--- src/hdl/glv_pkg.sv ---
`timescale 1ns / 1ps
// ----------------------------------------------------------------------------
// glv_pkg
// types, codes and helper functions shared by the gear lever interface
// ----------------------------------------------------------------------------
package glv_pkg;

    localparam int CFG_IDX_W = 3;
    localparam int CRC_BYTES = 4;

    localparam logic [CFG_IDX_W-1:0] CFG_CRC_POLY      = 3'd0;
    localparam logic [CFG_IDX_W-1:0] CFG_CRC_XOR       = 3'd1;
    localparam logic [CFG_IDX_W-1:0] CFG_KEEPALIVE     = 3'd2;
    localparam logic [CFG_IDX_W-1:0] CFG_PARK_HOLD     = 3'd3;
    localparam logic [CFG_IDX_W-1:0] CFG_BACKLIGHT     = 3'd4;

    localparam logic [7:0] CRC_POLY_RST    = 8'h1D;
    localparam logic [7:0] CRC_XOR_RST     = 8'h70;
    localparam logic [7:0] KEEPALIVE_RST   = 8'd20;
    localparam logic [2:0] PARK_HOLD_RST   = 3'd2;
    localparam logic [7:0] BACKLIGHT_RST   = 8'hFF;

    localparam logic [10:0] CAN_ID_LEVER   = 11'h197;

    localparam logic [7:0] LC_UP1          = 8'h1E;
    localparam logic [7:0] LC_UP2          = 8'h2E;
    localparam logic [7:0] LC_DOWN1        = 8'h3E;
    localparam logic [7:0] LC_DOWN2        = 8'h4E;
    localparam logic [7:0] LC_CENTER       = 8'h0E;
    localparam logic [7:0] LC_SPORT        = 8'h7E;
    localparam logic [7:0] LC_SIDE_DOWN    = 8'h6E;
    localparam logic [7:0] LC_SIDE_UP      = 8'h5E;

    localparam logic [7:0] PARK_PRESSED    = 8'hD5;
    localparam logic [7:0] PARK_RELEASED   = 8'hC0;

    localparam logic [7:0] DIR_CODE_PARK    = 8'h20;
    localparam logic [7:0] DIR_CODE_REVERSE = 8'h40;
    localparam logic [7:0] DIR_CODE_NEUTRAL = 8'h60;
    localparam logic [7:0] DIR_CODE_DRIVE   = 8'h80;

    localparam logic signed [2:0] VDIR_REVERSE = -3'sd1;
    localparam logic signed [2:0] VDIR_NEUTRAL = 3'sd0;
    localparam logic signed [2:0] VDIR_FORWARD = 3'sd1;
    localparam logic signed [2:0] VDIR_PARK    = 3'sd2;

    localparam logic [3:0] ROLL_LAST       = 4'd14;

    localparam logic [1:0] GEAR_PARK       = 2'd0;
    localparam logic [1:0] GEAR_REVERSE    = 2'd1;
    localparam logic [1:0] GEAR_NEUTRAL    = 2'd2;
    localparam logic [1:0] GEAR_DRIVE      = 2'd3;

    localparam logic [1:0] FRAME_STATUS    = 2'd0;
    localparam logic [1:0] FRAME_BACKLIGHT = 2'd1;
    localparam logic [1:0] FRAME_NONE      = 2'd2;

    localparam logic [2:0] LEN_STATUS      = 3'd5;
    localparam logic [2:0] LEN_BACKLIGHT   = 3'd2;
    localparam logic [2:0] LEN_NONE        = 3'd0;

    typedef struct packed {
        logic [7:0] crc_poly;
        logic [7:0] crc_xor;
        logic [7:0] keepalive;
        logic [2:0] park_hold;
        logic [7:0] backlight;
    } glv_cfg_t;

    typedef struct packed {
        logic              func;
        logic              off_mode;
        logic              run_mode;
        logic signed [2:0] vcu_direction;
        logic              ignition_on;
        logic [7:0]        park_code;
        logic [7:0]        lever_code;
        logic [10:0]       can_id;
    } glv_item_t;

    typedef struct packed {
        logic [1:0] kind;
        logic [7:0] b0;
        logic [7:0] b1;
        logic [7:0] b2;
        logic [7:0] b3;
        logic [7:0] b4;
        logic [2:0] len;
        logic [1:0] gear;
        logic       last;
    } glv_result_t;

    typedef struct packed {
        logic        two;
        glv_result_t first;
        glv_result_t second;
    } glv_pair_t;

    // one byte of msb-first crc-8
    function automatic logic [7:0] glv_crc_step(input logic [7:0] c_in,
                                                input logic [7:0] poly);
        logic [7:0] c;
        c = c_in;
        for (int k = 0; k < 8; k++) begin
            c = c[7] ? ({c[6:0], 1'b0} ^ poly) : {c[6:0], 1'b0};
        end
        return c;
    endfunction

    // status frame bytes one to four, in crc order
    function automatic logic [7:0] glv_crc_data(input glv_result_t r,
                                                input logic [1:0] idx);
        logic [7:0] d;
        case (idx)
            2'd0:    d = r.b1;
            2'd1:    d = r.b2;
            2'd2:    d = r.b3;
            default: d = r.b4;
        endcase
        return d;
    endfunction

endpackage

--- src/hdl/glv_lever_core.sv ---
`timescale 1ns / 1ps
// ----------------------------------------------------------------------------
// glv_lever_core
// lever frame decode, keep-alive countdown, lever state machine and
// status / backlight frame assembly for one accepted word
// ----------------------------------------------------------------------------
module glv_lever_core
    import glv_pkg::*;
(
    input  logic      clk,
    input  logic      rst_n,
    input  logic      take,
    input  glv_item_t item,
    input  glv_cfg_t  cfg,
    output logic      pair_valid,
    output glv_pair_t pair
);

    typedef enum logic [2:0] {
        POS_OFF     = 3'd0,
        POS_NEUTRAL = 3'd1,
        POS_REVERSE = 3'd2,
        POS_DRIVE   = 3'd3,
        POS_SPORT   = 3'd4,
        POS_PARK    = 3'd5
    } pos_t;

    typedef struct packed {
        logic up1;
        logic up2;
        logic down2;
        logic park;
        logic side_down;
        logic side_up;
    } press_t;

    pos_t              pos_reg, pos_next;
    logic [1:0]        gear_reg, gear_next;
    press_t            press_reg, press_next;
    logic              sport_req_reg, sport_req_next;
    logic              dir_latch_reg, dir_latch_next;
    logic              park_latch_reg, park_latch_next;
    logic              sport_latch_reg, sport_latch_next;
    logic [2:0]        park_cnt_reg, park_cnt_next;
    logic [7:0]        ka_cnt_reg, ka_cnt_next;
    logic [3:0]        roll_reg, roll_next;
    logic [7:0]        step_reg, step_next;
    logic signed [2:0] sdir_reg, sdir_next;
    logic              srun_reg, srun_next;
    logic [7:0]        dirout_reg, dirout_next;

    logic              park_edge;
    logic [2:0]        park_cnt_inc;

    assign park_edge    = press_reg.park && !park_latch_reg;
    assign park_cnt_inc = (park_cnt_reg < 3'd7) ? park_cnt_reg + 3'd1 : park_cnt_reg;

    always_comb
    begin
        pos_next         = pos_reg;
        gear_next        = gear_reg;
        press_next       = press_reg;
        sport_req_next   = sport_req_reg;
        dir_latch_next   = dir_latch_reg;
        park_latch_next  = park_latch_reg;
        sport_latch_next = sport_latch_reg;
        park_cnt_next    = park_cnt_reg;
        ka_cnt_next      = ka_cnt_reg;
        roll_next        = roll_reg;
        step_next        = step_reg;
        sdir_next        = sdir_reg;
        srun_next        = srun_reg;
        dirout_next      = dirout_reg;
        pair             = '0;
        pair_valid       = take && item.func;

        if (take && !item.func)
        begin
            if (item.can_id == CAN_ID_LEVER)
            begin
                press_next = '0;
                case (item.lever_code)
                    LC_UP1:       press_next.up1 = 1'b1;
                    LC_UP2:       press_next.up2 = 1'b1;
                    LC_DOWN2:     press_next.down2 = 1'b1;
                    LC_CENTER:
                    begin
                        dir_latch_next = 1'b0;
                        sport_req_next = 1'b0;
                    end
                    LC_SPORT:
                    begin
                        sport_req_next   = 1'b1;
                        sport_latch_next = 1'b0;
                    end
                    LC_SIDE_DOWN: press_next.side_down = 1'b1;
                    LC_SIDE_UP:   press_next.side_up = 1'b1;
                    default:      ;
                endcase
                if (item.park_code == PARK_PRESSED)
                begin
                    park_cnt_next   = park_cnt_inc;
                    press_next.park = park_cnt_inc > cfg.park_hold;
                end
                else if (item.park_code == PARK_RELEASED)
                begin
                    park_cnt_next   = '0;
                    park_latch_next = 1'b0;
                end
            end
        end
        else if (take)
        begin
            if (!item.ignition_on)
                ka_cnt_next = (ka_cnt_reg != 8'd0) ? ka_cnt_reg - 8'd1 : ka_cnt_reg;
            else
                ka_cnt_next = cfg.keepalive;

            if (ka_cnt_next != 8'd0)
            begin
                unique case (pos_reg)
                    POS_OFF: pos_next = POS_NEUTRAL;
                    POS_NEUTRAL:
                    begin
                        if (!dir_latch_reg)
                        begin
                            if (press_reg.up2)
                            begin
                                pos_next = POS_REVERSE;
                                gear_next = GEAR_REVERSE;
                                dir_latch_next = 1'b1;
                            end
                            else if (press_reg.down2)
                            begin
                                pos_next = POS_DRIVE;
                                gear_next = GEAR_DRIVE;
                                dir_latch_next = 1'b1;
                            end
                            else if (park_edge)
                            begin
                                pos_next = POS_PARK;
                                gear_next = GEAR_PARK;
                                park_latch_next = 1'b1;
                            end
                        end
                    end
                    POS_REVERSE:
                    begin
                        if (press_reg.down2 && !dir_latch_reg)
                        begin
                            pos_next = POS_NEUTRAL;
                            gear_next = GEAR_NEUTRAL;
                            dir_latch_next = 1'b1;
                        end
                        else if (park_edge)
                        begin
                            pos_next = POS_PARK;
                            gear_next = GEAR_PARK;
                            park_latch_next = 1'b1;
                        end
                    end
                    POS_DRIVE:
                    begin
                        if (press_reg.up1 && !dir_latch_reg)
                        begin
                            pos_next = POS_NEUTRAL;
                            gear_next = GEAR_NEUTRAL;
                            dir_latch_next = 1'b1;
                        end
                        else if (sport_req_reg)
                            pos_next = POS_SPORT;
                        else if (park_edge)
                        begin
                            pos_next = POS_PARK;
                            gear_next = GEAR_PARK;
                            park_latch_next = 1'b1;
                        end
                    end
                    POS_SPORT:
                    begin
                        if (!sport_req_reg)
                        begin
                            pos_next = POS_DRIVE;
                            gear_next = GEAR_DRIVE;
                        end
                        else if (park_edge)
                        begin
                            pos_next = POS_PARK;
                            gear_next = GEAR_PARK;
                            park_latch_next = 1'b1;
                        end
                        if (press_reg.side_down && !sport_latch_reg)
                        begin
                            if (step_reg != 8'hFF)
                                step_next = step_reg + 8'd1;
                            sport_latch_next = 1'b1;
                        end
                        else if (press_reg.side_up && !sport_latch_reg && step_reg != 8'd0)
                        begin
                            step_next = step_reg - 8'd1;
                            sport_latch_next = 1'b1;
                        end
                    end
                    POS_PARK:
                    begin
                        if (park_edge)
                        begin
                            pos_next = POS_NEUTRAL;
                            gear_next = GEAR_NEUTRAL;
                            park_latch_next = 1'b1;
                        end
                    end
                    default: ;
                endcase

                // unknown saved direction keeps the previous code
                if (!srun_reg)
                    dirout_next = DIR_CODE_PARK;
                else if (sdir_reg == VDIR_NEUTRAL)
                    dirout_next = DIR_CODE_NEUTRAL;
                else if (sdir_reg == VDIR_REVERSE)
                    dirout_next = DIR_CODE_REVERSE;
                else if (sdir_reg == VDIR_FORWARD)
                    dirout_next = DIR_CODE_DRIVE;
                else if (sdir_reg == VDIR_PARK)
                    dirout_next = DIR_CODE_PARK;

                pair.two          = 1'b1;
                pair.first.kind   = FRAME_STATUS;
                pair.first.b1     = {4'd0, roll_reg};
                pair.first.b2     = dirout_next;
                pair.first.b4     = step_next;
                pair.first.len    = LEN_STATUS;
                pair.second.kind  = FRAME_BACKLIGHT;
                pair.second.b0    = srun_reg ? cfg.backlight : 8'd0;
                pair.second.len   = LEN_BACKLIGHT;
                pair.second.last  = 1'b1;
                roll_next = (roll_reg >= ROLL_LAST) ? 4'd0 : roll_reg + 4'd1;
            end
            else
            begin
                pair.first.kind = FRAME_NONE;
                pair.first.len  = LEN_NONE;
                pair.first.last = 1'b1;
            end

            sdir_next = item.vcu_direction;
            srun_next = item.run_mode;
            if (item.off_mode)
                gear_next = GEAR_NEUTRAL;
            pair.first.gear  = gear_next;
            pair.second.gear = gear_next;
        end
    end

    always_ff @(posedge clk or negedge rst_n)
    begin
        if (!rst_n)
        begin
            pos_reg         <= POS_OFF;
            gear_reg        <= GEAR_NEUTRAL;
            press_reg       <= '0;
            sport_req_reg   <= 1'b0;
            dir_latch_reg   <= 1'b0;
            park_latch_reg  <= 1'b0;
            sport_latch_reg <= 1'b0;
            park_cnt_reg    <= '0;
            ka_cnt_reg      <= KEEPALIVE_RST;
            roll_reg        <= '0;
            step_reg        <= '0;
            sdir_reg        <= VDIR_NEUTRAL;
            srun_reg        <= 1'b0;
            dirout_reg      <= '0;
        end
        else
        begin
            pos_reg         <= pos_next;
            gear_reg        <= gear_next;
            press_reg       <= press_next;
            sport_req_reg   <= sport_req_next;
            dir_latch_reg   <= dir_latch_next;
            park_latch_reg  <= park_latch_next;
            sport_latch_reg <= sport_latch_next;
            park_cnt_reg    <= park_cnt_next;
            ka_cnt_reg      <= ka_cnt_next;
            roll_reg        <= roll_next;
            step_reg        <= step_next;
            sdir_reg        <= sdir_next;
            srun_reg        <= srun_next;
            dirout_reg      <= dirout_next;
        end
    end

endmodule

--- src/hdl/glv_crc_pipe.sv ---
`timescale 1ns / 1ps
// ----------------------------------------------------------------------------
// glv_crc_pipe
// crc-8 over status bytes one to four, one byte per stage, final xor at exit
// ----------------------------------------------------------------------------
module glv_crc_pipe
    import glv_pkg::*;
(
    input  logic       clk,
    input  logic       rst_n,
    input  logic [7:0] crc_poly,
    input  logic [7:0] crc_xor,
    input  logic       in_valid,
    output logic       in_ready,
    input  glv_pair_t  in_pair,
    output logic       out_valid,
    input  logic       out_ready,
    output glv_pair_t  out_pair
);

    localparam int N  = CRC_BYTES;
    localparam int IW = $clog2(N);

    logic [N-1:0] vld_reg;
    glv_pair_t    pair_reg [N];
    logic [7:0]   crc_reg  [N];
    logic         advance;

    assign advance  = !vld_reg[N-1] || out_ready;
    assign in_ready = advance;

    always_ff @(posedge clk or negedge rst_n)
    begin
        if (!rst_n)
            vld_reg <= '0;
        else if (advance)
            vld_reg <= {vld_reg[N-2:0], in_valid};
    end

    for (genvar i = 0; i < N; i++)
    begin : g_stage
        glv_pair_t  stage_pair;
        logic [7:0] stage_crc;

        if (i == 0)
        begin : g_first
            assign stage_pair = in_pair;
            assign stage_crc  = 8'd0;
        end
        else
        begin : g_rest
            assign stage_pair = pair_reg[i-1];
            assign stage_crc  = crc_reg[i-1];
        end

        always_ff @(posedge clk)
        begin
            if (advance)
            begin
                pair_reg[i] <= stage_pair;
                crc_reg[i]  <= glv_crc_step(stage_crc ^
                                   glv_crc_data(stage_pair.first, IW'(i)), crc_poly);
            end
        end
    end

    always_comb
    begin
        out_pair = pair_reg[N-1];
        if (pair_reg[N-1].first.kind == FRAME_STATUS)
            out_pair.first.b0 = crc_reg[N-1] ^ crc_xor;
    end

    assign out_valid = vld_reg[N-1];

endmodule

--- src/hdl/glv_out_stage.sv ---
`timescale 1ns / 1ps
// ----------------------------------------------------------------------------
// glv_out_stage
// two-slot result register, sends a status / backlight pair as two words
// ----------------------------------------------------------------------------
module glv_out_stage
    import glv_pkg::*;
(
    input  logic        clk,
    input  logic        rst_n,
    input  logic        in_valid,
    output logic        in_ready,
    input  glv_pair_t   in_pair,
    output logic        word_valid,
    input  logic        word_ready,
    output glv_result_t word
);

    logic        slot0_v_reg, slot1_v_reg;
    glv_result_t slot0_reg, slot1_reg;
    logic        pop, load;

    assign pop        = slot0_v_reg && word_ready;
    assign in_ready   = !slot0_v_reg || (pop && !slot1_v_reg);
    assign load       = in_valid && in_ready;
    assign word_valid = slot0_v_reg;
    assign word       = slot0_reg;

    always_ff @(posedge clk or negedge rst_n)
    begin
        if (!rst_n)
        begin
            slot0_v_reg <= 1'b0;
            slot1_v_reg <= 1'b0;
        end
        else if (load)
        begin
            slot0_v_reg <= 1'b1;
            slot1_v_reg <= in_pair.two;
        end
        else if (pop)
        begin
            slot0_v_reg <= slot1_v_reg;
            slot1_v_reg <= 1'b0;
        end
    end

    always_ff @(posedge clk)
    begin
        if (load)
        begin
            slot0_reg <= in_pair.first;
            slot1_reg <= in_pair.second;
        end
        else if (pop)
            slot0_reg <= slot1_reg;
    end

endmodule

--- src/hdl/gear_lever_interface_core.sv ---
`timescale 1ns / 1ps
// ----------------------------------------------------------------------------
// gear_lever_interface_core
// gear lever frame decoder and status / backlight frame generator
// ----------------------------------------------------------------------------
// s_axis carries one word per lever frame (tuser 0) or 100 ms tick (tuser 1).
// m_axis returns the frames a tick causes: a status word then a backlight
// word (tlast on the second), or one empty report word when the lever is not
// serviced. lever frames give no output word.
// cfg_* writes the five configuration registers by index, one per cycle,
// always ready; write only while the block is idle.
// path: a tick's first word passes the input word register, the four
// byte-per-stage crc pipeline stages and a result slot before it is valid.
// throughput: lever frames one per cycle while no tick waits in the input
// register; ticks are bounded by the two words each sends through one output port.
// reset: registers return to their defaults, lever off, gear neutral,
// keep-alive 20 ticks, all latches clear, no words in flight.
// a stall on m_axis holds the result slots and the crc stages, then drops
// s_axis_tready once a tick waits for them; nothing is lost or repeated.
// ----------------------------------------------------------------------------
module gear_lever_interface_core
    import glv_pkg::*;
(
    input  logic                 clk,
    input  logic                 rst_n,
    input  logic                 s_axis_tvalid,
    output logic                 s_axis_tready,
    input  logic [39:0]          s_axis_tdata,   // can_id, lever_code, park_code,
                                                 // ignition_on, vcu_direction,
                                                 // run_mode, off_mode
    input  logic [0:0]           s_axis_tuser,   // func
    output logic                 m_axis_tvalid,
    input  logic                 m_axis_tready,
    output logic [47:0]          m_axis_tdata,   // byte_zero .. byte_four,
                                                 // frame_length, gear
    output logic [1:0]           m_axis_tuser,   // frame_kind
    output logic                 m_axis_tlast,
    input  logic                 cfg_valid,
    output logic                 cfg_ready,
    input  logic [CFG_IDX_W-1:0] cfg_index,
    input  logic [7:0]           cfg_data
);

    glv_cfg_t    cfg_reg;
    glv_item_t   item_reg;
    logic        in_valid_reg;
    logic        take;
    logic        core_pair_valid;
    glv_pair_t   core_pair;
    logic        pipe_in_ready;
    logic        pipe_out_valid;
    glv_pair_t   pipe_out_pair;
    logic        out_in_ready;
    glv_result_t out_word;

    assign cfg_ready = 1'b1;

    always_ff @(posedge clk or negedge rst_n)
    begin
        if (!rst_n)
        begin
            cfg_reg.crc_poly  <= CRC_POLY_RST;
            cfg_reg.crc_xor   <= CRC_XOR_RST;
            cfg_reg.keepalive <= KEEPALIVE_RST;
            cfg_reg.park_hold <= PARK_HOLD_RST;
            cfg_reg.backlight <= BACKLIGHT_RST;
        end
        else if (cfg_valid)
        begin
            unique case (cfg_index)
                CFG_CRC_POLY:  cfg_reg.crc_poly  <= cfg_data;
                CFG_CRC_XOR:   cfg_reg.crc_xor   <= cfg_data;
                CFG_KEEPALIVE: cfg_reg.keepalive <= cfg_data;
                CFG_PARK_HOLD: cfg_reg.park_hold <= cfg_data[2:0];
                CFG_BACKLIGHT: cfg_reg.backlight <= cfg_data;
                default:       ;
            endcase
        end
    end

    // input word register
    assign take          = in_valid_reg && (!item_reg.func || pipe_in_ready);
    assign s_axis_tready = !in_valid_reg || take;

    always_ff @(posedge clk or negedge rst_n)
    begin
        if (!rst_n)
            in_valid_reg <= 1'b0;
        else if (s_axis_tready)
            in_valid_reg <= s_axis_tvalid;
    end

    always_ff @(posedge clk)
    begin
        if (s_axis_tready && s_axis_tvalid)
            item_reg <= {s_axis_tuser, s_axis_tdata[32:0]};
    end

    glv_lever_core u_core (
        .clk        (clk),
        .rst_n      (rst_n),
        .take       (take),
        .item       (item_reg),
        .cfg        (cfg_reg),
        .pair_valid (core_pair_valid),
        .pair       (core_pair)
    );

    glv_crc_pipe u_crc (
        .clk       (clk),
        .rst_n     (rst_n),
        .crc_poly  (cfg_reg.crc_poly),
        .crc_xor   (cfg_reg.crc_xor),
        .in_valid  (core_pair_valid),
        .in_ready  (pipe_in_ready),
        .in_pair   (core_pair),
        .out_valid (pipe_out_valid),
        .out_ready (out_in_ready),
        .out_pair  (pipe_out_pair)
    );

    glv_out_stage u_out (
        .clk        (clk),
        .rst_n      (rst_n),
        .in_valid   (pipe_out_valid),
        .in_ready   (out_in_ready),
        .in_pair    (pipe_out_pair),
        .word_valid (m_axis_tvalid),
        .word_ready (m_axis_tready),
        .word       (out_word)
    );

    assign m_axis_tdata = {3'b000, out_word.gear, out_word.len, out_word.b4,
                           out_word.b3, out_word.b2, out_word.b1, out_word.b0};
    assign m_axis_tuser = out_word.kind;
    assign m_axis_tlast = out_word.last;

    // only a status word is ever followed by another word of the same tick
    a_status_first: assert property (@(posedge clk) disable iff (!rst_n)
        m_axis_tvalid && !m_axis_tlast |-> m_axis_tuser == FRAME_STATUS)
        else $error("non-final word is not a status frame");

    a_backlight_follows: assert property (@(posedge clk) disable iff (!rst_n)
        m_axis_tvalid && m_axis_tready && !m_axis_tlast |=>
            m_axis_tvalid && m_axis_tlast && m_axis_tuser == FRAME_BACKLIGHT)
        else $error("backlight word does not follow status word");

    a_none_empty: assert property (@(posedge clk) disable iff (!rst_n)
        m_axis_tvalid && m_axis_tuser == FRAME_NONE |->
            m_axis_tlast && out_word.len == LEN_NONE && out_word.b0 == 8'd0)
        else $error("empty report word carries data");

    a_lever_no_pipe: assert property (@(posedge clk) disable iff (!rst_n)
        take && !item_reg.func |-> !core_pair_valid)
        else $error("lever frame produced a result");

endmodule
--- config.mk ---
export PLATFORM = sky130hd
export DESIGN_NAME = gear_lever_interface_core
export DESIGN_NICKNAME = d
export VERILOG_FILES = /design/src/hdl/glv_pkg.sv /design/src/hdl/glv_lever_core.sv /design/src/hdl/glv_crc_pipe.sv /design/src/hdl/glv_out_stage.sv /design/src/hdl/gear_lever_interface_core.sv
export SDC_FILE = /design/constraint.sdc
export NUM_CORES = 1
export LEC_CHECK = 0
export BUFFER_PORTS_ARGS = -buffer_cell sky130_fd_sc_hd__buf_2
export CAP_MARGIN = 20
export CORE_AREA = 2 2 172 174
export CTS_BUF_LIST = sky130_fd_sc_hd__clkbuf_8 sky130_fd_sc_hd__clkbuf_16
export CTS_CLUSTER_SIZE = 24
export DETAILED_ROUTE_END_ITERATION = 8
export DIE_AREA = 0 0 174 176
export PLACE_DENSITY = 0.78
export SLEW_MARGIN = 25
export SYNTH_ARGS = -nofsm -noshare
export SYNTH_HDL_FRONTEND = slang
export SYNTH_SLANG_ARGS = --single-unit
--- constraint.sdc ---
create_clock -name clk -period 9.6 [get_ports clk]
set_clock_uncertainty 0.2 [all_clocks]
set_input_delay 1.92 -clock clk [delete_from_list [all_inputs] [get_ports clk]]
set_output_delay 1.92 -clock clk [all_outputs]
set_load 0.02 [all_outputs]
* Word-level counts from Yosys, hierarchy flattened
Memory sizes are Yosys's and may differ from the RTL's.
Index checks and enable logic that the tools add are counted.
** Word-level totals
- Word-level logic and storage cells :: 338
- Memories :: 2
- Register bits :: 222
- Memory bits (writable) :: 420
** Memories
- u_crc.pair_reg :: words 4, bits a word 97, read ports 4, clocked after Yosys merged registers in 0, wr ports 4, line glv_crc_pipe.sv:25 : glv_pair_t pair_reg [N];
- u_crc.crc_reg :: words 4, bits a word 8, read ports 4, clocked after Yosys merged registers in 0, wr ports 4, line glv_crc_pipe.sv:26 : logic [7:0] crc_reg [N];
** Operators by class
- Mux-type cells :: 142
- Bitwise gates (word level) :: 37
- Magnitude comparators :: 3
- Reductions and logical operators :: 56
- Eq/ne operators :: 39
- Add/subtract/negate cells :: 5
** Operator list (number)
- $mux 8 :: 52
- $xor 8x8->8 :: 36
- $mux 48 :: 2
- $mux 24 :: 2
- $mux 1 :: 46
- $mux 3 :: 15
- $eq 8x7->1 const B :: 4
- $mux 16 :: 2
- $mux 2 :: 13
- $reduce_bool 8->1 :: 3
- $pmux 3 s6 :: 1
- $eq 8x8->1 const B :: 2
- $sub 8x1->8 const B :: 2
- $eq 3x2->1 const B :: 5
- $reduce_and 2->1 :: 7
- $logic_and 1x1->1 :: 13
- $reduce_and 13->1 :: 1
- $eq 3x3->1 const B :: 4
- $mux 12 :: 1
- $mux 6 :: 2
- $ne 2x2->1 const B :: 6
- $ne 3x3->1 const B :: 4
- $reduce_and 6->1 :: 2
- $reduce_bool 2->1 :: 6
- 31 further kinds :: 51

* Depth between registers and ports, before layout
Gate-level depths: netlist of the first run.
- Word-level depth :: 29
- Depth in mapped cells :: 15
- Depth with buffers taken out :: 14

* Modules after synthesis
Synthesis of the first run repeated with hierarchy kept, for this count alone.
** Unflattened totals
- Cells, all modules :: 2198
- Area, all modules :: 30155.2 µm²
** Modules (own cells, without submodules)
- glv_crc_pipe :: times used 1, area an instance 19851.5 µm², cells each 1385
- glv_lever_core :: times used 1, area an instance 4160.2 µm², cells each 527
- glv_out_stage :: times used 1, area an instance 3653.5 µm², cells each 162
- gear_lever_interface_core :: times used 1, area an instance 2489.9 µm², cells each 124

* Worst setup path before layout of the first run
OpenSTA, ideal clock, no wires.
- Path kind :: in2out
- Start point :: input port m_axis_tready
- End point :: output port s_axis_tready
- Cell stages on the path :: 6
- Setup slack :: 0.938 ns
- Required time :: 7.480 ns
- Arrival :: 6.542 ns
- Path through :: inv_1 > o21ai_0 > inv_1 > nand2_1 > nor2_1 > inv_1
** On the way
- Longest elaborated chain between the ends :: 7
** RTL lines
- start: declaration :: line gear_lever_interface_core.sv:33 : input logic m_axis_tready,
- $logic_and 1x1->1 :: line glv_out_stage.sv:23 : assign pop = slot0_v_reg && word_ready;
- $logic_and 1x1->1 :: line glv_out_stage.sv:24 : assign in_ready = !slot0_v_reg || (pop && !slot1_v_reg);
- $logic_or 1x1->1 :: line glv_out_stage.sv:24
- $logic_or 1x1->1 :: line glv_crc_pipe.sv:29 : assign advance = !vld_reg[N-1] || out_ready;
- named net pipe_in_ready :: line gear_lever_interface_core.sv:50 : logic pipe_in_ready;
- $logic_or 1x1->1 :: line gear_lever_interface_core.sv:82 : assign take = in_valid_reg && (!item_reg.func || pipe_in_ready);
- $logic_and 1x1->1 :: line gear_lever_interface_core.sv:82
- $logic_or 1x1->1 :: line gear_lever_interface_core.sv:83 : assign s_axis_tready = !in_valid_reg || take;
- end: declaration :: line gear_lever_interface_core.sv:27 : output logic s_axis_tready,
The timed path passes the listed nets, and every way through them passes these cells.

* Worst setup path in the final report of the first run
Ends and elaborated chain as after synthesis.

==> results of run 1 <==
[cell type report]
cell class | count | area [µm²] | area share
flip-flops and latches | 331 | 9510 | 0.505
multi-input cells | 1038 | 7010 | 0.372
clock buffers | 38 | 917 | 0.0487
repair buffers | 101 | 543 | 0.0288
well taps | 384 | 480 | 0.0255
clock inverters | 24 | 265 | 0.0141
inverters | 29 | 109 | 0.00578
[worst min path at each step]
stage                                           end  cells after the start
finish              u_crc.pair_reg[1][53]$_DFFE_PP_                      0
CTS                 u_crc.pair_reg[1][53]$_DFFE_PP_                      0
global route        u_crc.pair_reg[2][60]$_DFFE_PP_                      0
global placement    u_crc.pair_reg[2][79]$_DFFE_PP_                      0
floorplan           u_crc.pair_reg[1][38]$_DFFE_PP_                      0
detailed placement  u_crc.pair_reg[1][41]$_DFFE_PP_                      0
[synth_stat cells (5+ instances only)]
library cell and n:
xnor2_1 123, nor4_1 10, a211oi_1 9, or3_1 7
nand3_1 17, xnor2_2 6, edfxtp_1 239, and3_1 38
nand2b_1 13, ha_1 11, nor2b_1 8, nand4_1 6
nor2_1 88, o211ai_1 6, dfrtp_1 71, nor3_1 32
mux2i_1 20, buf_4 21, o22ai_1 9, a32oi_1 7
o21ai_0 80, xnor3_1 20, buf_1 10, a31oi_1 5
a21oi_1 44, xor2_1 34, and2_1 20, a21o_1 9
o31ai_1 12, clkbuf_1 64, or2_2 7, o211a_1 5
inv_1 28, nand2_1 249, dfstp_2 21, mux2_2 44
nor3b_1 6
[cells by family after synthesis]
logic type,count (synthesis)
muxes,64
and+or+nand+nor,527
adders and majority gates,11
AOI/OAI and AO/OA,227
buffers and inverters,128
xor gates and xnor gates,193
DFF,331
other,2
[worst max-delay path, cell delays in order]
cell     delay (ns)
buf_2          0.10
inv_1          0.05
o21ai_1        0.07
buf_4          0.20
inv_1          0.11
nand2_4        0.23
nor2_1         0.34
inv_1          0.07
buf_2          0.16
[routing by layer]
metal  global-route usage  routed length, µm  vias up
met5                    0                  0        -
met3               0.0325               2130       59
met4               0.0760                807        0
li1                     -                  -     5334
met2                0.374              16500      416
met1                0.281              13400     5343
[through the flow]
step                area (µm²)  std cells
finish                   18800       1945
floorplan                17000       1497
global route             18800       1945
global placement         17600       1883
CTS                      18800       1945
detailed placement       17600       1883
==> flow_metrics.tcl, run 1 <==
set metrics [dict create \
    worstPathArrival_ns 3.26 \
    grt_start_max_net_pins 74 \
    ioPinCount 111 \
    drt_iter0_drc 870 \
    final_common_cell "nand2_1" \
    synth-compound-area-share 0.0856 \
    diodes 0 \
    worstSetupStartpoint "m_axis_tready" \
    yosysTopAreaCell "edfxtp_1" \
    avgSynthCellArea_um2 11.5 \
    syn_area_um2 17000 \
    rsz0062_at_grt "false" \
    grt_pass1_wl_um 53400 \
    relSlewSlack 0.361 \
    start_util 0.595 \
    yosys_warnings 0 \
    die_x_um 174 \
    synth_xor_area_frac 0.127 \
    cts_tree "done" \
    muxShareOfSynthArea 0.0409 \
    clock_latency_ns 0.52 \
    rows 62 \
    grt_usage 0.216 \
    cap_violations 0 \
    gp_congestion 0.867 \
    period_needed_ns 5.38 \
    clock_sinks 331 \
    post_cts_buffers 0 \
    slew_violations 0 \
    vias_per_cell 5.73 \
    setup_tns_ns 0 \
    period_share 0.560 \
    die_y_um 176 \
    synth_edf_count 239 \
    hold_ws_ns 0.216 \
    area_growth_pct 10.8 \
    ys.flop_type "edfxtp_1" \
    setup_slack_ns 4.22 \
    drc_errors 0 \
    yosys.area_share.simple 0.145 \
    pre_cts_slack_ns 4.22 \
    regToRegSetupSlack_ns 4.87 \
    netlist_instances 1483 \
    dpl.hpwl_um 21900 \
    cts_root_buf "clkbuf_16" \
    synth_top_family_by_area "simple AND/OR/NAND/NOR gates" \
    cp.required_ns 7.48 \
    clk_path_buf_depth 3 \
    r2r_start "cfg_reg[34]$_DFFE_PN0P_" \
    synth_seq_cells 331 \
    vias 11152 \
    port_buffers 87 \
    synth_top_area_frac 0.422 \
    h-tree-depth 2 \
    postSynth.asyncResetShare 0.278 \
    drtPass1Iterations 5 \
    fmaxAchievable_mhz 186 \
    synth_cell_type_count 76 \
    antenna_found_initial 0 \
    largest_register_ffs 128 \
    critPathMaxFanout 26 \
    core_region_area_um2 28500 \
    routedWlPerCell_um 16.9 \
    nets 1603 \
    r2r_end "u_crc.crc_reg[1][4]$_DFFE_PP_" \
    worstMarginPinSlew_ns 0.952 \
    fillers 2073 \
    cts_resized 0 \
    final_cell_mix "248 x nand2_1, 239 x edfxtp_1, 123 x xnor2_1, 88 x nor2_1, 86 x buf_2" \
    hold_class "reg2reg" \
    fp.dieArea_um2 30600 \
    hold_viol_final 0 \
    hold_path.startpoint "u_crc.pair_reg[0][46]$_SDFFCE_PN0P_" \
    r2r_cells 12 \
    grt_pass1_vias 10697 \
    post-route-util 0.660 \
    ys_seq_area_frac 0.559 \
    cts_buffers 34 \
    yosys-top-cells-area "edfxtp_1 42%, dfrtp_1 10%, xnor2_1 6.3%, nand2_1 5.5%, dfstp_2 3.2%" \
    routed_wl_um 32800 \
    status "finished, final reports clean" \
    crit_path_end "s_axis_tready" \
    antenna_left 0 \
    synth-adder-area-share 0.00810 \
    cts_hold_buf 0 \
    layout-drive-gt1-share 0.165 \
    cts.reportedPaths.clkPinSlew_ns 0.07 \
    grt_remaining_overflow 0 \
    worst_setup_path_end_kind "output port" \
    setup_violations 0 \
    start_kind "input pin" \
    crit_type "in2out" \
]
Power of run 1 is not shown: default switching activity piles up to over one toggle a cycle in this logic, so the estimate is an artifact.
==> run 2, diff against run 1 <==
CORE_AREA = 2 2 179 181   (was 2 2 172 174)
DIE_AREA = 0 0 181 183   (was 0 0 174 176)
PLACE_DENSITY = 0.76   (was 0.78)
clock period = 4.55 ns   (was 9.6 ns; I/O delays follow)
==> flow_metrics.tcl, run 2 (synthesis gave the netlist of run 1 again) <==
set metrics [dict create \
    rows 65 \
    r2r_cells 11 \
    critPathMaxFanout 8 \
    fmaxAchievable_mhz 235 \
    drt_iter0_drc 831 \
    dpl.hpwl_um 23100 \
    hold_class "reg2reg" \
    post_cts_buffers 0 \
    die_x_um 181 \
    grt_pass1_vias 10973 \
    routedWlPerCell_um 17.2 \
    die_y_um 183 \
    rsz0062_at_grt "false" \
    core_region_area_um2 31200 \
    vias_per_cell 5.72 \
    final_cell_mix "248 x nand2_1, 239 x edfxtp_1, 123 x xnor2_1, 88 x nor2_1, 86 x buf_2" \
    final_common_cell "nand2_1" \
    pre_cts_slack_ns 0.338 \
    cts_buffers 36 \
    setup_slack_ns 0.289 \
    routed_wl_um 34100 \
    area_growth_pct 11.6 \
    drtPass1Iterations 6 \
    diodes 0 \
    clock_latency_ns 0.52 \
    cts_hold_buf 0 \
    layout-drive-gt1-share 0.174 \
    period_share 0.937 \
    ioPinCount 111 \
    worstPathArrival_ns 4.31 \
    status "finished, final reports clean" \
    largest_register_ffs 128 \
    start_util 0.544 \
    vias 11337 \
    cts_resized 0 \
    slew_violations 0 \
    cts_root_buf "clkbuf_16" \
    cap_violations 0 \
    hold_viol_final 0 \
    post-route-util 0.607 \
    clock_sinks 331 \
    gp_congestion 0.874 \
    grt_start_max_net_pins 166 \
    cp.required_ns 4.60 \
    port_buffers 87 \
    drc_errors 0 \
    r2r_start "u_crc.pair_reg[0][77]$_SDFFCE_PN0P_" \
    cts_tree "done" \
    grt_remaining_overflow 0 \
    regToRegSetupSlack_ns 0.29 \
    worstMarginPinSlew_ns 0.937 \
    crit_path_end "u_crc.crc_reg[1][4]$_DFFE_PP_" \
    setup_tns_ns 0 \
    fillers 2410 \
    grt_pass1_wl_um 56300 \
    relSlewSlack 0.375 \
    grt_usage 0.210 \
    fp.dieArea_um2 33100 \
    h-tree-depth 2 \
    worst_setup_path_end_kind "register" \
    antenna_left 0 \
    start_kind "register" \
    nets 1620 \
    cts.reportedPaths.clkPinSlew_ns 0.06 \
    crit_type "reg2reg" \
    antenna_found_initial 0 \
    worstSetupStartpoint "u_crc.pair_reg[0][77]$_SDFFCE_PN0P_" \
    r2r_end "u_crc.crc_reg[1][4]$_DFFE_PP_" \
    clk_path_buf_depth 3 \
    setup_violations 0 \
    period_needed_ns 4.26 \
]
[run 2: cell count changes in the layout (fill, tap and decap cells not counted), sizes merged]
cell,previous run,this run
buf,101,116
bufinv,5,1
clkbuf,38,40
clkinv,9,13
clkinvlp,2,3
[run 2: area by class of cell]
type	count	area, µm²	share of cell area
sequential	331	9510	0.501
inverter	29	109	0.00574
clock inverter	25	184	0.00970
clock buffer	40	967	0.0510
timing repair buffer	116	681	0.0359
multi-input combinational	1038	7020	0.370
tap	402	503	0.0265
[run 2: worst min-delay path by stage]
stage | from | endpoint | cells after the start
2_1_floorplan | u_crc.pair_reg[0][38]$_SDFFCE_PP0P_ | u_crc.pair_reg[1][38]$_DFFE_PP_ | 0
3_3_place_gp | u_crc.pair_reg[0][80]$_DFFE_PP_ | u_crc.pair_reg[1][80]$_DFFE_PP_ | 0
3_5_place_dp | u_crc.pair_reg[1][58]$_DFFE_PP_ | u_crc.pair_reg[2][58]$_DFFE_PP_ | 0
4_1_cts | u_crc.pair_reg[2][45]$_DFFE_PP_ | u_crc.pair_reg[3][45]$_DFFE_PP_ | 0
5_1_grt | u_crc.pair_reg[2][70]$_DFFE_PP_ | u_crc.pair_reg[3][70]$_DFFE_PP_ | 0
6_report | u_crc.pair_reg[0][95]$_SDFFCE_PN0P_ | u_crc.pair_reg[1][95]$_DFFE_PP_ | 0
[run 2: per-layer routing]
| layer | global-route usage | routed length [µm] |
|---|---|---|
| met3 | 0.0286 | 2360 |
| met5 | 0 | 0 |
| met2 | 0.363 | 16600 |
| met1 | 0.280 | 14300 |
| met4 | 0.0634 | 800 |
[run 2: worst max-delay path: stages, from the launching register on]
cell and delay, ns:
edfxtp_1 0.49, xnor2_2 0.45, o22ai_1 0.15, nor4_1 0.47
or4_1 0.30, nand2_1 0.09, xnor3_1 0.40, xnor3_1 0.41
nor2_2 0.11, xnor3_2 0.42, nand2_1 0.11, xnor3_1 0.38
[run 2: through the flow]
step,hold slack [ns],cells,area [µm²]
floorplan,0.200,1497,17100
global placement,0.201,1916,17800
detailed placement,0.205,1916,17800
global route,0.224,1981,19000
finish,0.214,1981,19000
CTS,0.219,1981,19000
Power of run 2 is left out for the same reason.
